--- src/sv/assert_macros.svh ---
// Assertion macros used by the top-level RTL file.
`ifndef ASSERT_MACROS_SVH
`define ASSERT_MACROS_SVH

// Implication checked at every clock edge outside reset.
`define ASSERT_IMPL(label, clk, rst_n, ante, cons) \
  label: assert property (@(posedge clk) disable iff (!rst_n) (ante) |-> (cons)) \
    else $error("implication check failed");

// Consequent checked in the cycle after the antecedent.
`define ASSERT_NEXT(label, clk, rst_n, ante, cons) \
  label: assert property (@(posedge clk) disable iff (!rst_n) (ante) |=> (cons)) \
    else $error("next-cycle check failed");

`endif

--- src/sv/ebzd_pkg.sv ---
// Package: constants, key-schedule functions and sequencer states.
`timescale 1ns / 1ps

package ebzd_pkg;

  localparam logic [31:0] CRC_POLY  = 32'hEDB88320;
  localparam logic [31:0] KEY_MULT  = 32'h08088405;
  localparam logic [31:0] SEED_ZERO = 32'h12345678;
  localparam logic [31:0] SEED_ONE  = 32'h23456789;
  localparam logic [31:0] SEED_TWO  = 32'h34567890;
  localparam logic [15:0] KS_MASK   = 16'hFFFD;
  localparam int unsigned PASS_LEN  = 20;

  localparam logic [7:0] PASS_BYTES [PASS_LEN] = '{
    8'h6F, 8'h66, 8'h4F, 8'h31, 8'h61, 8'h30, 8'h75, 8'h65, 8'h58, 8'h41,
    8'h3F, 8'h20, 8'h5B, 8'hFF, 8'h73, 8'h20, 8'h68, 8'h20, 8'h25, 8'h3F
  };

  typedef enum logic [2:0] {
    ST_IDLE,
    ST_KS,
    ST_PT,
    ST_MUL,
    ST_K2,
    ST_DONE
  } ebzd_state_e;

  // One reflected CRC-32 byte step.
  function automatic logic [31:0] crc_byte(input logic [31:0] acc, input logic [7:0] b);
    logic [31:0] c;
    c = {24'd0, acc[7:0] ^ b};
    for (int k = 0; k < 8; k++) begin
      c = c[0] ? (CRC_POLY ^ (c >> 1)) : (c >> 1);
    end
    return c ^ {8'd0, acc[31:8]};
  endfunction

  // Seeds run over the password; evaluated at elaboration only.
  function automatic logic [95:0] seed_keys();
    logic [31:0] k0;
    logic [31:0] k1;
    logic [31:0] k2;
    k0 = SEED_ZERO;
    k1 = SEED_ONE;
    k2 = SEED_TWO;
    for (int i = 0; i < PASS_LEN; i++) begin
      k0 = crc_byte(k0, PASS_BYTES[i]);
      k1 = KEY_MULT * (k1 + {24'd0, k0[7:0]}) + 32'd1;
      k2 = crc_byte(k2, k1[31:24]);
    end
    return {k2, k1, k0};
  endfunction

  localparam logic [95:0] SEED_KEYS = seed_keys();
  localparam logic [31:0] INIT_K0   = SEED_KEYS[31:0];
  localparam logic [31:0] INIT_K1   = SEED_KEYS[63:32];
  localparam logic [31:0] INIT_K2   = SEED_KEYS[95:64];

endpackage

--- src/sv/even_byte_zip_stream_decrypt_top.sv ---
// Top level: even-byte traditional zip stream decryption.
//
//  channel    | direction | tdata              | tlast
//  s_axis     | in        | [7:0] cipher_byte  | last_byte
//  m_axis     | out       | [7:0] plain_byte   | end_of_buffer
//
// Odd-position item: accept, then output load.
// Even-position item: accept, keystream product, plaintext and key_zero,
// key_one product, key_one and key_two, output load; the one multiplier serves
// the keystream product and the key_one update in turn, one registered stage each.
// Reset loads the password-seeded keys; no clearing pass is needed.
// A result waiting on m_axis does not block accepting the next item; the
// sequencer holds in its last step until the output register is free.
`timescale 1ns / 1ps
`include "assert_macros.svh"

module even_byte_zip_stream_decrypt_top
  import ebzd_pkg::*;
(
  input  logic       clk_i,
  input  logic       rst_ni,
  input  logic       s_axis_tvalid_i,
  output logic       s_axis_tready_o,
  input  logic [7:0] s_axis_tdata_i,   // [7:0] cipher_byte
  input  logic       s_axis_tlast_i,
  output logic       m_axis_tvalid_o,
  input  logic       m_axis_tready_i,
  output logic [7:0] m_axis_tdata_o,   // [7:0] plain_byte
  output logic       m_axis_tlast_o
);

  ebzd_state_e state_q, state_d;

  logic [31:0] key0_q, key1_q, key2_q;
  logic        odd_q;
  logic [7:0]  cb_q;
  logic        last_q;
  logic [7:0]  pb_q;
  logic        out_valid_q;
  logic [7:0]  out_data_q;
  logic        out_last_q;

  logic        in_acc;
  logic        out_load;
  logic [15:0] ks_v;
  logic [31:0] mul_a, mul_b, prod;
  logic [7:0]  pt_byte;
  logic [31:0] key1_next;

  assign in_acc   = s_axis_tvalid_i && s_axis_tready_o;
  assign out_load = (state_q == ST_DONE) && (!out_valid_q || m_axis_tready_i);
  assign ks_v     = (key2_q[15:0] & KS_MASK) | 16'd2;
  assign pt_byte  = cb_q ^ prod[15:8];
  assign key1_next = prod + 32'd1;

  ebzd_mul u_mul (
    .clk_i (clk_i),
    .a_i   (mul_a),
    .b_i   (mul_b),
    .prod_o(prod)
  );

  // next state
  always_comb begin
    state_d = state_q;
    unique case (state_q)
      ST_IDLE: if (in_acc) state_d = odd_q ? ST_DONE : ST_KS;
      ST_KS:   state_d = ST_PT;
      ST_PT:   state_d = ST_MUL;
      ST_MUL:  state_d = ST_K2;
      ST_K2:   state_d = ST_DONE;
      ST_DONE: if (out_load) state_d = ST_IDLE;
      default: state_d = ST_IDLE;
    endcase
  end

  // sequencer outputs: handshake and multiplier operand select
  always_comb begin
    s_axis_tready_o = 1'b0;
    mul_a = key1_q + {24'd0, key0_q[7:0]};
    mul_b = KEY_MULT;
    unique case (state_q)
      ST_IDLE: s_axis_tready_o = 1'b1;
      ST_KS: begin
        mul_a = {16'd0, ks_v};
        mul_b = {16'd0, ks_v ^ 16'd1};
      end
      ST_PT, ST_MUL, ST_K2, ST_DONE: ;
      default: ;
    endcase
  end

  always_ff @(posedge clk_i or negedge rst_ni) begin
    if (!rst_ni) begin
      state_q     <= ST_IDLE;
      key0_q      <= INIT_K0;
      key1_q      <= INIT_K1;
      key2_q      <= INIT_K2;
      odd_q       <= 1'b0;
      out_valid_q <= 1'b0;
    end else begin
      state_q <= state_d;
      if (state_q == ST_PT) key0_q <= crc_byte(key0_q, pt_byte);
      if (state_q == ST_K2) begin
        key1_q <= key1_next;
        key2_q <= crc_byte(key2_q, key1_next[31:24]);
      end
      if (out_load) begin
        out_valid_q <= 1'b1;
        if (last_q) begin
          key0_q <= INIT_K0;
          key1_q <= INIT_K1;
          key2_q <= INIT_K2;
          odd_q  <= 1'b0;
        end else begin
          odd_q  <= ~odd_q;
        end
      end else if (m_axis_tready_i) begin
        out_valid_q <= 1'b0;
      end
    end
  end

  // payload registers
  always_ff @(posedge clk_i) begin
    if (in_acc) begin
      cb_q   <= s_axis_tdata_i;
      last_q <= s_axis_tlast_i;
      pb_q   <= s_axis_tdata_i;
    end
    if (state_q == ST_PT) pb_q <= pt_byte;
    if (out_load) begin
      out_data_q <= pb_q;
      out_last_q <= last_q;
    end
  end

  assign m_axis_tvalid_o = out_valid_q;
  assign m_axis_tdata_o  = out_data_q;
  assign m_axis_tlast_o  = out_last_q;

  `ASSERT_NEXT(a_odd_skips_keys, clk_i, rst_ni, in_acc && odd_q, state_q == ST_DONE)
  `ASSERT_NEXT(a_last_reseeds, clk_i, rst_ni, out_load && last_q,
               key0_q == INIT_K0 && key2_q == INIT_K2 && !odd_q)
  `ASSERT_NEXT(a_odd_passes, clk_i, rst_ni, out_load && odd_q,
               m_axis_tdata_o == $past(cb_q))
  `ASSERT_IMPL(a_ready_idle_only, clk_i, rst_ni, state_q == ST_DONE, !s_axis_tready_o)

endmodule

--- src/sv/ebzd_mul.sv ---
// Shared 32x32 multiplier, low word of the product registered.
`timescale 1ns / 1ps

module ebzd_mul (
  input  logic        clk_i,
  input  logic [31:0] a_i,
  input  logic [31:0] b_i,
  output logic [31:0] prod_o
);

  logic [31:0] prod_q;
  logic [31:0] prod_d;

  assign prod_d = a_i * b_i;

  always_ff @(posedge clk_i) begin
    prod_q <= prod_d;
  end

  assign prod_o = prod_q;

endmodule
--- config.mk ---
export PLATFORM = sky130hd
export DESIGN_NAME = even_byte_zip_stream_decrypt_top
export DESIGN_NICKNAME = d
export VERILOG_FILES = /design/src/sv/ebzd_pkg.sv /design/src/sv/even_byte_zip_stream_decrypt_top.sv /design/src/sv/ebzd_mul.sv
export VERILOG_INCLUDE_DIRS = /design/src /design/src/sv
export SDC_FILE = /design/constraint.sdc
export NUM_CORES = 1
export LEC_CHECK = 0
export ABC_CLOCK_PERIOD_IN_PS = 15110
export BUFFER_PORTS_ARGS = -buffer_cell sky130_fd_sc_hd__buf_2
export CAP_MARGIN = 10
export CORE_MARGIN = 3
export CORE_UTILIZATION = 55
export CTS_BUF_LIST = sky130_fd_sc_hd__clkbuf_4
export DETAILED_ROUTE_END_ITERATION = 10
export PLACE_DENSITY = 0.71
export SLEW_MARGIN = 10
export SYNTH_ARGS = -nofsm -noshare
export SYNTH_HDL_FRONTEND = slang
export SYNTH_SLANG_ARGS = --single-unit
--- constraint.sdc ---
create_clock -name clk_i -period 15.11 [get_ports clk_i]
set_input_delay 1.511 -clock clk_i [delete_from_list [all_inputs] [get_ports clk_i]]
set_output_delay 1.511 -clock clk_i [all_outputs]
set_load 0.005 [all_outputs]
==> results of run 1 <==
cells in the mapped netlist, types with 3 or more instances:
| cell type | instances |
|---|---|
| and3_1 | 59 |
| a311oi_1 | 4 |
| nor4_1 | 3 |
| xnor2_1 | 143 |
| nand2_1 | 141 |
| o21ai_0 | 38 |
| and4_1 | 8 |
| a211oi_1 | 32 |
| buf_2 | 4 |
| dfxtp_1 | 32 |
| nand3_1 | 49 |
| xnor2_4 | 3 |
| o21a_1 | 4 |
| a221oi_1 | 3 |
| nor2_1 | 181 |
| a31oi_1 | 5 |
| o211ai_1 | 41 |
| nand4_1 | 7 |
| o22ai_1 | 3 |
| clkbuf_1 | 82 |
| xnor3_2 | 7 |
| inv_1 | 459 |
| a21oi_1 | 62 |
| o21bai_1 | 5 |
| ha_1 | 122 |
| or2_2 | 19 |
| nor2b_1 | 8 |
| fa_1 | 317 |
| nor3_1 | 17 |
| nor3b_1 | 3 |
| dfrtp_1 | 53 |
| a21o_1 | 15 |
| edfxtp_1 | 26 |
| and2_1 | 19 |
| dfstp_2 | 48 |
| xnor3_1 | 6 |
| nand2b_1 | 11 |
| xor2_1 | 74 |
routing by layer:
metal | part of all wire | track usage | vias to the layer above | routed length [um]
li1 | - | - | 6714 | -
met1 | 0.40 | 0.384 | 7318 | 22000
met2 | 0.47 | 0.469 | 577 | 25500
met3 | 0.084 | 0.0655 | 132 | 4580
met4 | 0.047 | 0.119 | 0 | 2550
met5 | 0 | 0 | - | 0
cells in the final DEF, fill, tap and decap left out, drive strengths merged, types with 5 or more instances in the layout:
| master | n |
|---|---|
| dfxtp | 32 |
| nand4 | 9 |
| nand2 | 141 |
| o21ai | 40 |
| dfrtp | 53 |
| xnor3 | 13 |
| edfxtp | 26 |
| a31oi | 5 |
| o211ai | 41 |
| xnor2 | 148 |
| and4 | 10 |
| a21oi | 62 |
| and2 | 19 |
| dfstp | 48 |
| nand3 | 49 |
| nor2 | 181 |
| a211oi | 32 |
| o21bai | 5 |
| and3 | 61 |
| a21o | 15 |
| nand2b | 11 |
| xor2 | 76 |
| fa | 317 |
| nor3 | 20 |
| inv | 460 |
| buf | 42 |
| nor2b | 8 |
| clkinv | 8 |
| conb | 87 |
| nor4 | 6 |
| or2 | 19 |
| ha | 122 |
| clkbuf | 19 |
critical path: stages, from the launching register on:
cell and delay, ps:
dfrtp_1 510, or3b_2 500, buf_4 290, inv_2 100, buf_4 590, and2_1 530, clkinv_1 520, nor2_1 310
fa_1 480, fa_1 490, fa_1 510, inv_1 50, fa_1 480, inv_1 50, fa_1 500, inv_1 60
fa_1 480, fa_1 490, inv_1 40, ha_1 310, nand2_1 70, o21ai_0 250, a311oi_1 640, o21bai_1 120
a21o_1 230, a21oi_1 280, o21a_1 200, o311ai_0 150
sequential cells by signal (all words and copies together) (netlist names):
register	cells
last_q	1
key2_q	32
odd_q	1
state_q	3
key0_q	32
pb_q	8
m_axis_tvalid_o	1
u_mul.prod_o	32
m_axis_tdata_o	8
cb_q	8
m_axis_tlast_o	1
key1_q	32
cell type report:
cell class,count,share of cell area
clock buffer,19,0.00658
clock inverter,13,0.00866
inverter,460,0.0797
sequential,159,0.185
tap,468,0.0270
multi-input combinational,1536,0.681
timing repair buffer,42,0.0122
antenna,1,0.000115
kinds of logic after synthesis:
kind of cell    count (synthesis)
buf+inv                       547
simple gates                  544
fa+ha+maj                     439
xor+xnor                      240
compound gates                224
flops                         159
other cells                     2
mux                             2
per-stage QoR:
step	area, um^2	setup WS (ps)	hold WS (ps)
CTS	21700	5710	433
detailed placement	21300	5800	405
global placement	21300	5900	406
finish	21700	5700	434
global route	21700	5290	434
floorplan	20800	7290	400
path summary, 6_finish.rpt:
path / cells after the start / slack, ps / to
hold / removal: 0 / 430 / m_axis_tdata_o[6]
setup / recovery: 27 / 5700 / u_mul.prod_o[21]
hold reg to reg: 0 / 430 / m_axis_tdata_o[6]
min in group asynchronous: 1 / 890 / m_axis_tvalid_o
setup reg to reg: 27 / 5700 / u_mul.prod_o[21]
max in group asynchronous: 2 / 12980 / key2_q[3]
==> impl_metrics.ini, run 1 <==
[status]
outcome = finished clean

[clocking]
cts_resized = 0
cts_sinks = 159
cts_root_buf = clkbuf_4
postCtsHoldBufs = 0
h-tree-depth = 4
cts_tree = yes
cts_made_buffers = 17
clk_pin_slew_worst_paths_ps = 140
post_cts_buffers = 0
insertion_delay_ps = 580
cts_max_path_buffers = 2

[yosys]
synth_top_family_by_area = adder cells
ys_types = 68
synth_edf_count = 26
synthAdderAreaFrac = 0.384
ys_ff_latch = 159
netlist_top_cells_area = fa_1, inv_1, ha_1, dfrtp_1, dfstp_2
muxShareOfSynthArea = 0.00104
yosys.area.top_type_share = 0.310
synth_xor_area_frac = 0.119
syn_inst = 2157
ys_seq_area_frac = 0.196
synth_compound_area_frac = 0.0703
ys_warn_count = 0
syn_area_mm2 = 0.0205
synth_top_area_cell = fa_1
synth-simple-area-share = 0.129
synth_top_flop_cell = dfrtp_1
async_flop_share = 0.635
syn_avg_cell_area_um2 = 9.50

[hold_path]
hp-start = pb_q[6]
hp-class = flop to flop

[placed_design]
io_buffers = 23
gp_congestion = 1.00
hpwl_um = 43300
numPlacedInstances = 2664

[global_route]
grt_max_degree = 73
grt_pass1_vias = 15500
antenna_found_initial = 4
grt_use_total = 0.291
grt_first_pass_wirelength_um = 87000
overflow = 0

[route]
vias_per_cell = 5.46
ant_nets = 0
wl_per_cell_um = 20.2
dr.first_iter.drc_count = 1174
drtPass1Iterations = 5
vias = 14700
drc_errors = 0
wl_um = 54600

[layout]
regArea_mm2 = 0.00401
finalNetCount = 2668
fin_util = 0.591
multi_input_area_mm2 = 0.0148
final_cell_count_no_fill = 2698
syn2layout_area_growth_pct = 5.76
fill_cells = 3173
drive_gt1_frac = 0.0794

[floorplanning]
die_w_um = 199
fp.coreArea_mm2 = 0.0367
die_height_um = 199
die_area_mm2 = 0.0396
initial_core_util = 0.559
rows = 70
num_io_pins = 24

[worst_setup_path]
worstPathArrival_ps = 9850
cp-startpoint = state_q[1]
worstPathRequired_ps = 15550
end_kind = flop
path_class = flop to flop
cp_max_fo = 72
reg2reg_from = state_q[1]
worst_setup_path_start_kind = flop

[timing]
post-route-period-util = 0.623
rsz0062_at_grt = no
setup_tns_ps = 0
finClkSkew_ps = 23.7
hold_viol_final = 0
setup_viol = 0
min_period_ps = 9410
slew_viol_final = 0
tightest_slew_ps = 1110
max_slew_margin = 0.260
clock.fmax_mhz = 106

[flow_run]
cap_violations = 0
Power of run 1 is not shown: default switching activity piles up to over one toggle a cycle in this logic, so the estimate is an artifact.
==> inputs of run 2 (changes only) <==
--- a/config.mk
+++ b/config.mk
@@ -6,7 +6,8 @@
 export SDC_FILE = /design/constraint.sdc
 export NUM_CORES = 1
 export LEC_CHECK = 0
-export ABC_CLOCK_PERIOD_IN_PS = 15110
+export ABC_AREA = 1
+export ABC_CLOCK_PERIOD_IN_PS = 9700
 export BUFFER_PORTS_ARGS = -buffer_cell sky130_fd_sc_hd__buf_2
 export CAP_MARGIN = 10
 export CORE_MARGIN = 3
==> constraint.sdc (replaced) <==
create_clock -name clk_i -period 9.7 [get_ports clk_i]
set_input_delay 0.97 -clock clk_i [delete_from_list [all_inputs] [get_ports clk_i]]
set_output_delay 0.97 -clock clk_i [all_outputs]
set_load 0.005 [all_outputs]
==> run 2 against run 1 <==
Effect of this change:
- wire length rose by 13%
- maximum frequency rose by 8.2%
- clock-buffer cell count fell by 2
- core utilization rose by 0.47 points
- synthesized cell count rose by 21%
- sequential share of layout area fell by 0.70 points
- register-to-register slack got worse by 4700 ps
- synthesized area rose by 3.3%
- non-clock buffer count rose by 3
- critical path depth rose by 6
- final cell count rose by 20%
- critical path type unchanged
- critical endpoint is now u_mul.prod_o[28]
==> impl_metrics.ini, run 2 <==
[yosys]
ys_ff_latch = 159
synth_top_family_by_area = adder cells
synth_top_area_cell = fa_1
synth-simple-area-share = 0.178
synth_edf_count = 26
ys_seq_area_frac = 0.189
yosys.area.top_type_share = 0.300
async_flop_share = 0.635
yosysMostFrequentCell = inv_1
muxShareOfSynthArea = 0
netlist_top_cells_area = fa_1, inv_1, nand2_1, ha_1, dfrtp_1
ys_warn_count = 0
syn_avg_cell_area_um2 = 8.11
synth_top_flop_cell = dfrtp_1
ys_types = 54
synthAdderAreaFrac = 0.372
synth_compound_area_frac = 0.0730
syn_area_mm2 = 0.0212
netlist_top_cells_count = inv_1, nand2_1, fa_1
synth_xor_area_frac = 0.0604
syn_inst = 2612

[layout]
syn2layout_area_growth_pct = 6.39
drive_gt1_frac = 0.0724
n_antenna_cell = 0
regArea_mm2 = 0.00401
finalNetCount = 3160
multi_input_area_mm2 = 0.0148
fill_cells = 3565
layout_common_cells = inv_1, nand2_1, fa_1
final_common_cell = inv_1

[worst_setup_path]
cp_max_fo = 5
worstPathArrival_ps = 9270
end_kind = flop
path_class = flop to flop
slowest_delay_ps = 590
crit_slowest_cell = o221ai_1
worstPathRequired_ps = 10270
worst_setup_path_start_kind = flop
cp_common_cell = fa_1

[timing]
hold_viol_final = 0
finClkSkew_ps = 37.2
max_slew_margin = 0.248
slew_viol_final = 0
tightest_slew_ps = 1120
setup_tns_ps = 0
min_period_ps = 8700
post-route-period-util = 0.897
rsz0062_at_grt = no
clock.fmax_mhz = 115
setup_viol = 0

[floorplanning]
rows = 71
num_io_pins = 24
fp.coreArea_mm2 = 0.0378
die_w_um = 202
die_height_um = 202
die_area_mm2 = 0.0409
initial_core_util = 0.560

[clocking]
cts_tree = yes
post_cts_buffers = 0
cts_made_buffers = 17
postCtsHoldBufs = 0
cts_root_buf = clkbuf_4
h-tree-depth = 4
cts_sinks = 159
clk_pin_slew_worst_paths_ps = 170
cts_resized = 0
insertion_delay_ps = 640
cts_max_path_buffers = 2

[route]
drc_errors = 0
dr.first_iter.drc_count = 1447
wl_um = 61500
wl_per_cell_um = 19.0
ant_nets = 0
vias = 17100
drtPass1Iterations = 6
vias_per_cell = 5.30

[global_route]
grt_max_degree = 69
grt_first_pass_wirelength_um = 97100
antenna_found_initial = 0
grt_use_total = 0.312
overflow = 0
grt_pass1_vias = 17500

[flow_run]
cap_violations = 0

[hold_path]
hp-class = primary input to asynchronous set/reset pin

[placed_design]
gp_congestion = 1.04
hpwl_um = 51400
io_buffers = 23

[status]
outcome = finished clean
## run 2: cell types whose count changed in the layout (fill, tap and decap cells not counted), moves of 50 or more
cell,before,now
nand3_1,49,106
nand2_1,141,455
nor2_1,179,237
inv_1,458,653
and3_1,59,2
xnor2_1,143,40
a21oi_1,62,112
## run 2: per-stage QoR
stage | setup WS (ps) | std cells | area, um^2 | hold slack, ps | util
3_3_place_gp | 1300 | 3200 | 22200 | 402 | 0.587
6_report | 1000 | 3232 | 22500 | 334 | 0.595
4_1_cts | 1210 | 3232 | 22500 | 312 | 0.595
5_1_grt | 590 | 3232 | 22500 | 320 | 0.595
3_5_place_dp | 1280 | 3200 | 22200 | 405 | 0.587
2_1_floorplan | 2430 | 2697 | 21500 | 400 | -
## run 2: cell families (layout without fill, tap and decap cells)
kind of cell	after synthesis	count (layout)
buffers and inverters	714	738
flip-flops	159	159
other	2	87
AND/OR/NAND/NOR	896	896
XOR/XNOR	131	131
AO/OA/AOI/OAI	271	271
adder cells (fa/ha/maj)	439	439
## run 2: critical path: cells and delay by family (launching register included)
family | cells | cell delay, ps
fa+ha+maj | 10 | 4270
xor+xnor | 1 | 150
buf+inv | 6 | 440
simple gates | 14 | 2410
compound gates | 2 | 770
flops | 1 | 570
## run 2: layout make-up
type                            instances  area share
Sequential cell                       159       0.178
Multi-Input combinational cell       1824       0.658
Inverter                              661       0.110
Clock inverter                         15     0.00761
Clock buffer                           17     0.00566
Tap cell                              511      0.0284
Timing Repair Buffer                   45      0.0126
## run 2: worst paths after layout
check,start,to,slack [ps],cells past startpoint
min in group clk_i,pb_q[6],m_axis_tdata_o[6],440,0
max in group asynchronous,rst_ni,key0_q[31],8170,2
max reg2reg,key1_q[0],u_mul.prod_o[28],1000,33
max,key1_q[0],u_mul.prod_o[28],1000,33
min reg2reg,pb_q[6],m_axis_tdata_o[6],440,0
min,rst_ni,key2_q[26],330,1
## run 2: metal layers
layer / wire length, um / track usage / vias up
li1: - / - / 7937
met5: 0 / 0 / -
met2: 27600 / 0.481 / 727
met4: 2490 / 0.110 / 0
met1: 26100 / 0.434 / 8326
met3: 5420 / 0.0741 / 134
Power of run 2 is left out for the same reason.
